--- config.mk ---
export PLATFORM = sky130hd
export DESIGN_NAME = integer_text_parser_auto_radix_top
export DESIGN_NICKNAME = d
export VERILOG_FILES = /design/src/hdl/itpar_pkg.sv /design/src/hdl/integer_text_parser_auto_radix_top.sv /design/src/hdl/itpar_in_reg.sv /design/src/hdl/itpar_core.sv /design/src/hdl/itpar_out_reg.sv
export VERILOG_INCLUDE_DIRS = /design/src /design/src/hdl
export SDC_FILE = /design/constraint.sdc
export NUM_CORES = 1
export LEC_CHECK = 0
export ABC_AREA = 0
export ABC_CLOCK_PERIOD_IN_PS = 3950
export BUFFER_PORTS_ARGS = -buffer_cell sky130_fd_sc_hd__buf_2
export CELL_PAD_IN_SITES_DETAIL_PLACEMENT = 1
export CELL_PAD_IN_SITES_GLOBAL_PLACEMENT = 1
export CORE_MARGIN = 1.5
export CORE_UTILIZATION = 42
export CTS_CLUSTER_DIAMETER = 120
export DETAILED_ROUTE_END_ITERATION = 16
export MAX_ROUTING_LAYER = met4
export PLACE_DENSITY_LB_ADDON = 0.1
export SYNTH_ARGS = -nofsm -noshare
export SYNTH_HDL_FRONTEND = slang
export SYNTH_HIERARCHICAL = 1
export SYNTH_SLANG_ARGS = --single-unit
--- constraint.sdc ---
create_clock -name clk -period 3.95 [get_ports clk]
set_input_delay 1.185 -clock clk [delete_from_list [all_inputs] [get_ports clk]]
set_output_delay 1.185 -clock clk [all_outputs]
set_load 0.01 [all_outputs]
--- src/hdl/assert_macros.svh ---
`ifndef ASSERT_MACROS_SVH
`define ASSERT_MACROS_SVH

// Checks a property on every clock edge, except while reset is held.
`define ITPAR_ASSERT(label, prop, msg) \
  label: assert property (@(posedge clk) disable iff (!rst_n) (prop)) else $error(msg);

// Checks a property on every clock edge, reset included.
`define ITPAR_ASSERT_ALWAYS(label, prop, msg) \
  label: assert property (@(posedge clk) (prop)) else $error(msg);

`endif

--- src/hdl/itpar_pkg.sv ---
package itpar_pkg;

  localparam int unsigned MAX_LEN_DEF = 1023;
  localparam int unsigned STOP_W      = 10;
  localparam int unsigned VALUE_W     = 32;
  localparam int unsigned CHAR_W      = 8;
  localparam int unsigned OUT_DATA_W  = 48;
  localparam int unsigned OUT_PAD_W   = OUT_DATA_W - VALUE_W - STOP_W - 2;

  localparam logic [7:0] CH_NUL   = 8'h00;
  localparam logic [7:0] CH_SPACE = 8'h20;
  localparam logic [7:0] CH_PLUS  = 8'h2B;
  localparam logic [7:0] CH_MINUS = 8'h2D;
  localparam logic [7:0] CH_0     = 8'h30;
  localparam logic [7:0] CH_1     = 8'h31;
  localparam logic [7:0] CH_7     = 8'h37;
  localparam logic [7:0] CH_9     = 8'h39;
  localparam logic [7:0] CH_UA    = 8'h41;
  localparam logic [7:0] CH_UB    = 8'h42;
  localparam logic [7:0] CH_UF    = 8'h46;
  localparam logic [7:0] CH_UO    = 8'h4F;
  localparam logic [7:0] CH_UX    = 8'h58;
  localparam logic [7:0] CH_LA    = 8'h61;
  localparam logic [7:0] CH_LB    = 8'h62;
  localparam logic [7:0] CH_LF    = 8'h66;
  localparam logic [7:0] CH_LO    = 8'h6F;
  localparam logic [7:0] CH_LX    = 8'h78;

  typedef enum logic [4:0] {
    PH_LEAD     = 5'b00001,
    PH_POSTSIGN = 5'b00010,
    PH_ZERO     = 5'b00100,
    PH_DIGITS   = 5'b01000,
    PH_DONE     = 5'b10000
  } phase_t;

  typedef enum logic [1:0] {
    RX_DEC = 2'd0,
    RX_OCT = 2'd1,
    RX_HEX = 2'd2,
    RX_BIN = 2'd3
  } radix_t;

  typedef struct packed {
    logic              start_req;
    logic [CHAR_W-1:0] char_in;
  } item_t;

  typedef struct packed {
    radix_t                     radix_used;
    logic [STOP_W-1:0]          stop_pos;
    logic signed [VALUE_W-1:0]  value;
  } result_t;

  typedef struct packed {
    logic       ok;
    logic [3:0] val;
  } digit_t;

  function automatic digit_t digit_of(logic [7:0] c, radix_t rx);
    digit_t d;
    d.ok  = 1'b0;
    d.val = 4'd0;
    case (rx)
      RX_DEC: begin
        if (c >= CH_0 && c <= CH_9) begin
          d.ok  = 1'b1;
          d.val = 4'(c - CH_0);
        end
      end
      RX_OCT: begin
        if (c >= CH_0 && c <= CH_7) begin
          d.ok  = 1'b1;
          d.val = 4'(c - CH_0);
        end
      end
      RX_BIN: begin
        if (c >= CH_0 && c <= CH_1) begin
          d.ok  = 1'b1;
          d.val = 4'(c - CH_0);
        end
      end
      default: begin
        if (c >= CH_0 && c <= CH_9) begin
          d.ok  = 1'b1;
          d.val = 4'(c - CH_0);
        end else if (c >= CH_UA && c <= CH_UF) begin
          d.ok  = 1'b1;
          d.val = 4'(c - CH_UA + 8'd10);
        end else if (c >= CH_LA && c <= CH_LF) begin
          d.ok  = 1'b1;
          d.val = 4'(c - CH_LA + 8'd10);
        end
      end
    endcase
    return d;
  endfunction

  // Multiply by the radix with shifts only (decimal adds two shifts), then add the digit.
  function automatic logic [VALUE_W-1:0] acc_step(logic [VALUE_W-1:0] acc, radix_t rx,
                                                  logic [3:0] dig);
    logic [VALUE_W-1:0] scaled;
    case (rx)
      RX_OCT:  scaled = acc << 3;
      RX_HEX:  scaled = acc << 4;
      RX_BIN:  scaled = acc << 1;
      default: scaled = (acc << 3) + (acc << 1);
    endcase
    return scaled + VALUE_W'(dig);
  endfunction

endpackage

--- src/hdl/integer_text_parser_auto_radix_top.sv ---
// Channel  Direction  Beat contents
// in_      slave      tdata: text byte; tuser: first byte of a new text
// out_     master     tdata: value, stop position, radix; one beat per finished text
//
// One byte is taken every cycle unless the output stalls; a byte waits in the
// input register and its result, if any, goes to the output register when it
// leaves. The state update (shift-and-add into the accumulator) is combinational.
// Synchronous active-low reset empties both registers and leaves the parser idle.
// A stalled output holds both stages; the input still takes a byte while its
// register is empty.
module integer_text_parser_auto_radix_top #(
  parameter int unsigned MAX_LEN = itpar_pkg::MAX_LEN_DEF
) (
  input  logic                              clk,
  input  logic                              rst_n,
  input  logic                              in_tvalid,
  output logic                              in_tready,
  input  logic [itpar_pkg::CHAR_W-1:0]      in_tdata,   // [7:0] char_in
  input  logic [0:0]                        in_tuser,   // [0] start_req
  output logic                              out_tvalid,
  input  logic                              out_tready,
  output logic [itpar_pkg::OUT_DATA_W-1:0]  out_tdata   // [31:0] value, [41:32] stop_pos,
                                                        // [43:42] radix_used, rest zero
);
  import itpar_pkg::*;

  item_t   in_item;
  item_t   item;
  logic    item_valid;
  logic    advance;
  logic    fire;
  logic    res_valid;
  result_t res;
  result_t out_res;

  assign in_item.char_in   = in_tdata;
  assign in_item.start_req = in_tuser[0];
  assign fire              = item_valid && advance;

  itpar_in_reg u_in_reg (
    .clk        (clk),
    .rst_n      (rst_n),
    .in_valid   (in_tvalid),
    .in_ready   (in_tready),
    .in_item    (in_item),
    .advance    (advance),
    .item_valid (item_valid),
    .item       (item)
  );

  itpar_core #(
    .MAX_LEN (MAX_LEN)
  ) u_core (
    .clk       (clk),
    .rst_n     (rst_n),
    .fire      (fire),
    .item      (item),
    .res_valid (res_valid),
    .res       (res)
  );

  itpar_out_reg u_out_reg (
    .clk       (clk),
    .rst_n     (rst_n),
    .res_valid (res_valid),
    .res       (res),
    .advance   (advance),
    .out_valid (out_tvalid),
    .out_ready (out_tready),
    .out_res   (out_res)
  );

  assign out_tdata = {{OUT_PAD_W{1'b0}}, out_res.radix_used, out_res.stop_pos, out_res.value};

endmodule

--- src/hdl/itpar_in_reg.sv ---
module itpar_in_reg (
  input  logic                   clk,
  input  logic                   rst_n,
  input  logic                   in_valid,
  output logic                   in_ready,
  input  itpar_pkg::item_t       in_item,
  input  logic                   advance,
  output logic                   item_valid,
  output itpar_pkg::item_t       item
);
  import itpar_pkg::*;

  logic  valid_r, valid_nxt;
  item_t item_r;

  assign in_ready   = !valid_r || advance;
  assign item_valid = valid_r;
  assign item       = item_r;

  always_comb begin
    valid_nxt = valid_r;
    if (in_valid && in_ready) begin
      valid_nxt = 1'b1;
    end else if (advance) begin
      valid_nxt = 1'b0;
    end
  end

  always_ff @(posedge clk) begin
    if (!rst_n) begin
      valid_r <= 1'b0;
    end else begin
      valid_r <= valid_nxt;
    end
  end

  always_ff @(posedge clk) begin
    if (in_valid && in_ready) begin
      item_r <= in_item;
    end
  end

endmodule

--- src/hdl/itpar_core.sv ---
`include "assert_macros.svh"

module itpar_core #(
  parameter int unsigned MAX_LEN = itpar_pkg::MAX_LEN_DEF
) (
  input  logic                   clk,
  input  logic                   rst_n,
  input  logic                   fire,
  input  itpar_pkg::item_t       item,
  output logic                   res_valid,
  output itpar_pkg::result_t     res
);
  import itpar_pkg::*;

  localparam int unsigned POS_W = $clog2(MAX_LEN + 1);

  phase_t             phase_r, phase_nxt;
  radix_t             radix_r, radix_nxt;
  logic [VALUE_W-1:0] acc_r, acc_nxt;
  logic               neg_r, neg_nxt;
  logic [POS_W-1:0]   pos_r, pos_nxt;

  phase_t             ph_b;
  radix_t             rx_b;
  radix_t             zero_rx;
  radix_t             step_rx;
  logic [VALUE_W-1:0] acc_b;
  logic               neg_b;
  logic [POS_W-1:0]   pos_b;
  logic [7:0]         c;
  logic               active;
  logic               stop;
  logic               do_step;
  digit_t             dig;
  logic [VALUE_W-1:0] acc_stepped;
  logic [POS_W+STOP_W-1:0] pos_ext;

  assign c = item.char_in;

  always_comb begin
    if (item.start_req) begin
      ph_b  = PH_LEAD;
      rx_b  = RX_DEC;
      acc_b = '0;
      neg_b = 1'b0;
      pos_b = '0;
    end else begin
      ph_b  = phase_r;
      rx_b  = radix_r;
      acc_b = acc_r;
      neg_b = neg_r;
      pos_b = pos_r;
    end
  end

  always_comb begin
    case (c) inside
      [CH_0:CH_7], CH_LO, CH_UO: zero_rx = RX_OCT;
      CH_LX, CH_UX:              zero_rx = RX_HEX;
      CH_LB, CH_UB:              zero_rx = RX_BIN;
      default:                   zero_rx = RX_DEC;
    endcase
  end

  assign step_rx     = (ph_b == PH_ZERO) ? zero_rx : rx_b;
  assign dig         = digit_of(c, step_rx);
  assign acc_stepped = acc_step(acc_b, step_rx, dig.val);

  always_comb begin
    active    = fire && (item.start_req || phase_r != PH_DONE);
    phase_nxt = phase_r;
    radix_nxt = radix_r;
    acc_nxt   = acc_r;
    neg_nxt   = neg_r;
    pos_nxt   = pos_r;
    stop      = 1'b0;
    do_step   = 1'b0;
    if (active) begin
      phase_nxt = ph_b;
      radix_nxt = rx_b;
      acc_nxt   = acc_b;
      neg_nxt   = neg_b;
      pos_nxt   = pos_b;
      if (c == CH_NUL) begin
        stop = 1'b1;
      end else begin
        case (ph_b)
          PH_LEAD, PH_POSTSIGN: begin
            if (c == CH_SPACE) begin
              phase_nxt = ph_b;
            end else if (ph_b == PH_LEAD && c == CH_MINUS) begin
              neg_nxt   = 1'b1;
              phase_nxt = PH_POSTSIGN;
            end else if (ph_b == PH_LEAD && c == CH_PLUS) begin
              phase_nxt = PH_POSTSIGN;
            end else if (c == CH_0) begin
              phase_nxt = PH_ZERO;
            end else begin
              phase_nxt = PH_DIGITS;
              do_step   = 1'b1;
            end
          end
          PH_ZERO: begin
            phase_nxt = PH_DIGITS;
            radix_nxt = zero_rx;
            case (c) inside
              CH_LO, CH_UO, CH_LX, CH_UX, CH_LB, CH_UB: do_step = 1'b0;
              default:                                  do_step = 1'b1;
            endcase
          end
          default: begin
            do_step = 1'b1;
          end
        endcase
        if (do_step && c != CH_SPACE) begin
          if (!dig.ok) begin
            stop = 1'b1;
          end else begin
            acc_nxt = acc_stepped;
          end
        end
      end
      if (stop) begin
        phase_nxt = PH_DONE;
      end else if (pos_b < POS_W'(MAX_LEN)) begin
        pos_nxt = pos_b + POS_W'(1);
      end else begin
        pos_nxt = POS_W'(MAX_LEN);
      end
    end
  end

  // A stopping byte never changes the sign or the accumulator.
  assign pos_ext        = {{STOP_W{1'b0}}, pos_b};
  assign res_valid      = active && stop;
  assign res.value      = neg_b ? (VALUE_W'(0) - acc_b) : acc_b;
  assign res.stop_pos   = pos_ext[STOP_W-1:0];
  assign res.radix_used = radix_nxt;

  always_ff @(posedge clk) begin
    if (!rst_n) begin
      phase_r <= PH_DONE;
      radix_r <= RX_DEC;
      acc_r   <= '0;
      neg_r   <= 1'b0;
      pos_r   <= '0;
    end else begin
      phase_r <= phase_nxt;
      radix_r <= radix_nxt;
      acc_r   <= acc_nxt;
      neg_r   <= neg_nxt;
      pos_r   <= pos_nxt;
    end
  end

  `ITPAR_ASSERT(a_no_result_when_done,
    (fire && !item.start_req && phase_r == PH_DONE) |-> !res_valid,
    "result produced for a byte outside any text")
  `ITPAR_ASSERT(a_done_after_result, res_valid |=> (phase_r == PH_DONE),
    "parser did not stop after its result")
  `ITPAR_ASSERT(a_start_restarts_pos, (fire && item.start_req) |=> (pos_r <= POS_W'(1)),
    "start byte did not restart the position count")

endmodule

--- src/hdl/itpar_out_reg.sv ---
module itpar_out_reg (
  input  logic                   clk,
  input  logic                   rst_n,
  input  logic                   res_valid,
  input  itpar_pkg::result_t     res,
  output logic                   advance,
  output logic                   out_valid,
  input  logic                   out_ready,
  output itpar_pkg::result_t     out_res
);
  import itpar_pkg::*;

  logic    valid_r, valid_nxt;
  result_t res_r;

  assign advance   = !valid_r || out_ready;
  assign out_valid = valid_r;
  assign out_res   = res_r;

  always_comb begin
    valid_nxt = valid_r;
    if (advance) begin
      valid_nxt = res_valid;
    end
  end

  always_ff @(posedge clk) begin
    if (!rst_n) begin
      valid_r <= 1'b0;
    end else begin
      valid_r <= valid_nxt;
    end
  end

  always_ff @(posedge clk) begin
    if (advance && res_valid) begin
      res_r <= res;
    end
  end

endmodule
Word level (Yosys, flattened, before mapping) --
Cells that the tools add are included.
Word-level totals: memories 0, bits in registers 105, bits of input ports 13, ROM bits 0, latch bits 0, output and inout port bits 50, RAM bits 0
Operators by class: multiply operators 0, add/sub/neg operators 9, reductions and logical operators 26, shifts and indexed selects 0, equal/unequal tests 18, div/mod/pow operators 0, bitwise gates (word level) 0, magnitude comparators 9, mux-type cells 51
Operators by type and width (number):
- 2-to-1 mux 32 bit | 5
- one-hot mux 32 bit (3 select lines) | 1
- 2-to-1 mux 5 bit | 12
- == test 8 x 7 -> 1 bit, second input constant | 6
- adder 32 bit | 1
- adder 32 x 4 -> 32 bit | 1
- == test 8 x 6 -> 1 bit, second input constant | 4
- subtractor 1 x 32 -> 32 bit, first input constant | 1
- 2-to-1 mux 10 bit | 3
- <= comparator 8 x 6 -> 1 bit, second input constant | 3
- 2-to-1 mux 1 bit | 19
- >= comparator 8 x 7 -> 1 bit, second input constant | 2
- <= comparator 8 x 7 -> 1 bit, second input constant | 2
- one-hot mux 5 bit (3 select lines) | 1
- 2-to-1 mux 2 bit | 7
- logical AND 1 bit | 13
- subtractor 4 x 1 -> 4 bit, second input constant | 3
- adder 10 x 1 -> 10 bit, second input constant | 1
- < comparator 10 bit, second input constant | 1
- one-hot mux 5 bit (2 select lines) | 1
- adder 4 bit, second input constant | 2
- >= comparator 8 x 6 -> 1 bit, second input constant | 1
- zero test 8 bit | 1
- inequality test 8 x 6 -> 1 bit, second input constant | 1
- 15 further kinds | 21

Depth between registers and ports, before layout --
word-level depth 16, depth in mapped cells 21

By module --
Netlist, hierarchy kept.
By module, submodules not included:
- itpar_core | cells each 1034, area each 7205.7 um2, sequential area each 1001.0 um2, times used 1
- itpar_out_reg | cells each 49, area each 1378.8 um2, sequential area each 1341.3 um2, times used 1
- itpar_in_reg | cells each 14, area each 327.8 um2, sequential area each 290.3 um2, times used 1
- integer_text_parser_auto_radix_top | cells each 6, area each 40.0 um2, sequential area each 0.0 um2, times used 1

Least setup slack after synthesis --
No wires, ideal clock.
path kind register to register, start point reg u_in_reg.item_r, in the netlist u_in_reg/item[0], end point reg u_core.acc_r[29], buffers on the path 2, stages on the path, launching flop included 22, path slack -0.352 ns, arrival time 4.240 ns, cells stage by stage edfxtp_1 > inv_1 > ha_1 > and4bb_2 > nand3_2 > a31oi_2 > buf_4 > buf_6 > nand2_1 > a21oi_1 > nand2_1 > xor2_1 > nor2_1 > inv_1 > fa_1 > inv_1 > a21oi_1 > o21bai_1 > nor3_4 > nand4_1 > or4_1 > nand3_1
On the way: cells in the longest elaborated chain, start to end 12, elaborated cells on any way between the ends 65
RTL lines:
- from (decl) | line itpar_in_reg.sv:14 | item_t item_r;
- from (signal assigned) | line itpar_in_reg.sv:39 | item_r <= in_item;
- parallel branches: the longest is 11 deep, another holds adder 32 x 4 -> 32 bit
- 2-to-1 mux 32 bit * | line itpar_core.sv:84 | if (c == CH_NUL) begin
- to (signal assigned) | line itpar_core.sv:150 | acc_r <= acc_nxt;
- to (decl) | line itpar_core.sv:19 | logic [VALUE_W-1:0] acc_r, acc_nxt;
Every way passes the cells marked *. The select of a mux whose other input is x is not followed. A chain may end at the register's enable or synchronous reset.

Worst setup path in the final report --
start point reg u_in_reg.item_r, in the netlist u_in_reg/item[8], end point reg u_core.acc_r[27]
On the way: cells in the longest elaborated chain, start to end 12, elaborated cells on any way between the ends 30
RTL lines:
- parallel branches: the longest is 12 deep, another holds adder 32 bit
Several ways; the timed one is not identified. The select of a mux whose other input is x is not followed.

==> summary.md <==
| Metric | Value |
|---|---|
| Cell Chain, Critical Path | buf_6 > nand2b_4 > inv_4 > ha_4 > inv_2 > fa_2 > nand2b_4 > a211oi_2 > buf_4 > buf_6 > o211ai_1 > nand3_1 > nand3b_1 > a221o_1 > nor3_4 > nand4_1 > or3_1 > a311oi_1 |
| Cell Area, Synth | 8950 um^2 |
| Gr ovfl total | 0 |
| Reg power frac | 50.6% |
| Max_cap viols | 0 |
| Routability congestion estimate from global placement | 0.901 |
| WP data arrival | 4.48 ns |
| Cell variety after synth | 99 |
| Clk_lat worst skew | 0.36 ns |
| N_diodes | 0 |
| First-pass GRT wire length | 52.5 mm |
| Min Tclk post-route | 4.22 ns |
| Post-DP HPWL | 25.2 mm |
| NetSw | 0.630 mW |
| Post-synth EDFFs | 53 |
| Setup tns final | -2.58 ns |
| Drc violations | 0 |
| Final setup fails | 18 |
| Clock sinks | 105 |
| Slew headroom | 54.7% |
| Int Pwr | 1.69 mW |
| RSZ-0062 raised after global routing | true |
| CORE AREA | 21000 um^2 |
| Max incr delay on CP | 0.50 ns |
| IO buf count | 58 |
| Startpoint types | flop |
| Critical path fanouts, max | 6 |
| Clk slew on worst S/H paths | 0.08 ns |
| HP Class | reg -> reg |
| Worst reg2reg path startpoint | u_in_reg/item[8] |
| Pwr/cell area | 189 nW/um^2 |
| F_max | 0.237 GHz |
| Fin. Hold Viols | 0 |
| ANT nets after route | 0 |
| Final instance area | 12300 um^2 |
| Initial antenna violation count | 0 |
| Switch share | 27.1% |
| Post-Route WL | 36.4 mm |
| Die area | 22200 um^2 |
| First-pass DRT Iterations | 5 |
| CTS Hold Buffers Added | 0 |
| Fin. max-slew vios | 0 |
| Die W | 149 um |
| R2R Setup Slk | -0.27 ns |
| DRT iter0 DRCs | 747 |
| Number of synthesized register bits | 105 |
| Ratio of cells with drive above 1 in the final layout | 36.6% |
| Inserted Clock Buffers | 9 |
| Setup Skew | 0.0107 ns |
| Main flop type after synthesis | edfxtp_1 |
| Fin crit share | 107% |
| Initial Util | 42.7% |
| CP Data Required Time | 4.20 ns |
| Largest net degree at the start of global routing | 38 |
| Row count | 53 |
| Worst VDD drop | 0.239 mV |
| Syn Inst Count | 1103 |
| Slew at the pin closest to its max-slew limit | 0.677 ns |
| Via-per-instance ratio | 6.06 |
| CTS tree | done |
| P_leak | 5.08 nW |
| Critical path endpoint category | flop |
| CP bufs+invs | 5 |
| Syn_area_per_cell | 8.12 um^2 |
| Hold Crit Start | u_core/acc_r[19] |
| Asr flop ratio synth | 0% |
| Number of top-level pins | 63 |
| Share of the yosys chip area belonging to registers | 29.4% |
| Crit-path slowest cell | edfxtp_1 |
| Dpl cell area | 10900 um^2 |
| Clock power frac | 41.2% |
| Htree depth | 3 |
| Wirelength per Cell | 22.3 um |
| CP startpoint | u_in_reg/item[8] |
| CTS root buf | clkbuf_16 |
| Status | finished with violations |
| Yosys Warn Count | 6 |
| Vias | 9878 |
| Die Ht | 149 um |
| Worst setup margin | -0.271 ns |
| Max Root-Sink Buffers | 2 |
| Worst path top cell family by delay | simple AND/OR/NAND/NOR gates |
| Final #Nets | 1404 |
| Comb pwr share | 8.2% |
| Area grow syn2layout | 37.1% |
| Failing checks | setup timing |
| Vias in the first global route | 9509 |
| CP Class | reg -> reg |
| Total GRT Usage | 31.1% |
[logic make-up after synthesis]
family                   synth area share, %
AND/OR/NAND/NOR                         26.4
AO/OA/AOI/OAI                           25.0
flip-flops                              29.4
buffers and inverters                   5.76
XOR/XNOR                                4.60
adder cells (fa/ha/maj)                 5.76
multiplexers                            3.05
other                                 0.0419
[state kept, by name (all words and copies together) (netlist names)]
register and flops:
u_core/phase_r 5, u_core/pos_r 10, u_out_reg/out_res 44, u_core/neg_r 1
u_core/radix_r 2, u_core/acc_r 32, u_in_reg/item_valid 1, u_out_reg/out_valid 1
u_in_reg/item 9
[power by group through the flow]
stage | Sequential [mW] | Clock (mW) | Combinational (mW)
2_1_floorplan | 1.21 | 0 | 0.0928
3_3_place_gp | 1.20 | 0 | 0.161
3_5_place_dp | 1.20 | 0 | 0.166
4_1_cts | 1.17 | 0.973 | 0.180
5_1_grt | 1.18 | 1.00 | 0.203
6_report | 1.17 | 0.956 | 0.190
[cell usage after synthesis, types with 13 or more instances]
library cell | n | share of area, %
a21o_1 | 14 | 1.2
a21oi_1 | 99 | 5.5
a22oi_1 | 16 | 1.3
a31oi_1 | 16 | 1.1
and3_1 | 13 | 0.91
clkbuf_1 | 32 | 1.3
dfxtp_1 | 52 | 12
edfxtp_1 | 53 | 18
ha_1 | 38 | 5.3
inv_1 | 37 | 1.6
mux2i_1 | 16 | 1.8
nand2_1 | 129 | 5.4
nand3_1 | 36 | 2.0
nand4_1 | 17 | 1.2
nor2_1 | 102 | 4.3
nor2b_1 | 36 | 2.5
nor3_1 | 19 | 1.1
o211ai_1 | 13 | 1.1
o21ai_0 | 59 | 3.3
xnor2_1 | 16 | 1.6
xor2_1 | 31 | 3.0
[tightest hold or removal path, delay by kind of cell, from the launching register on]
| family | cells | cell delay [ns] |
|---|---|---|
| AOI/OAI and AO/OA | 1 | 0.05 |
| DFF | 1 | 0.34 |
| and+or+nand+nor | 1 | 0.06 |
[routing by layer]
metal	global-route usage, %	vias up	share of wire [%]
met5	-	-	0
met4	7.57	0	3.2
met3	3.88	92	5.9
met2	47.7	376	46
met1	43.5	4842	45
li1	-	4568	-
[cells in the final DEF (no fill, tap or decap), types with 7 or more instances in the layout]
cell type / instances
buf_4: 224
nand2_1: 122
nor2_1: 98
a21oi_1: 90
buf_2: 58
edfxtp_1: 53
dfxtp_1: 52
o21ai_0: 51
nand3_1: 35
xor2_1: 31
inv_1: 25
nor2b_1: 22
ha_1: 22
nand4_1: 17
nor3_1: 16
a31oi_1: 15
mux2i_1: 15
ha_4: 15
a21o_1: 14
a22oi_1: 14
o211ai_1: 13
buf_6: 13
xnor2_1: 12
and3_1: 11
mux2_2: 10
and2_1: 9
clkbuf_16: 9
inv_2: 9
nor2b_4: 9
or3_1: 9
o21ai_1: 9
o31ai_1: 8
o21a_1: 7
[stage by stage]
step	std cells	power [mW]	hold WS (ns)	util, %	setup WS, ns
after floorplan	1106	1.30	0.459	-	0.00244
after global placement	1577	1.36	0.473	51.8	-0.100
after detailed placement	1577	1.37	0.495	51.8	-0.219
after CTS	1619	2.33	0.508	56.5	-0.0938
after global routing	1631	2.38	0.521	58.6	-0.462
final	1631	2.32	0.491	58.6	-0.271
[final cells by class]
| class | count | area [um^2] |
|---|---|---|
| well taps | 275 | 344 |
| flip-flops and latches | 105 | 2630 |
| repair buffers | 301 | 2230 |
| multi-input cells | 896 | 6600 |
| inverters | 38 | 153 |
| fillers | 2534 | 8680 |
| clock inverters | 7 | 88.8 |
| clock buffers | 9 | 225 |
[timing repair]
| action | 4_1_cts | 5_1_grt |
|---|---|---|
| endpoints found under the setup margin | 22 | 27 |
| setup buffers | 26 | 13 |
| pin swaps | 24 | 38 |
| resized for setup | 102 | 75 |
[final timing paths]
kind / end / cells past startpoint
min reg2reg: u_core/acc_r[19] / 2
max: u_core/acc_r[27] / 18
max reg2reg: u_core/acc_r[27] / 18
min: u_core/acc_r[19] / 2
(Power assumes the default switching activity.)
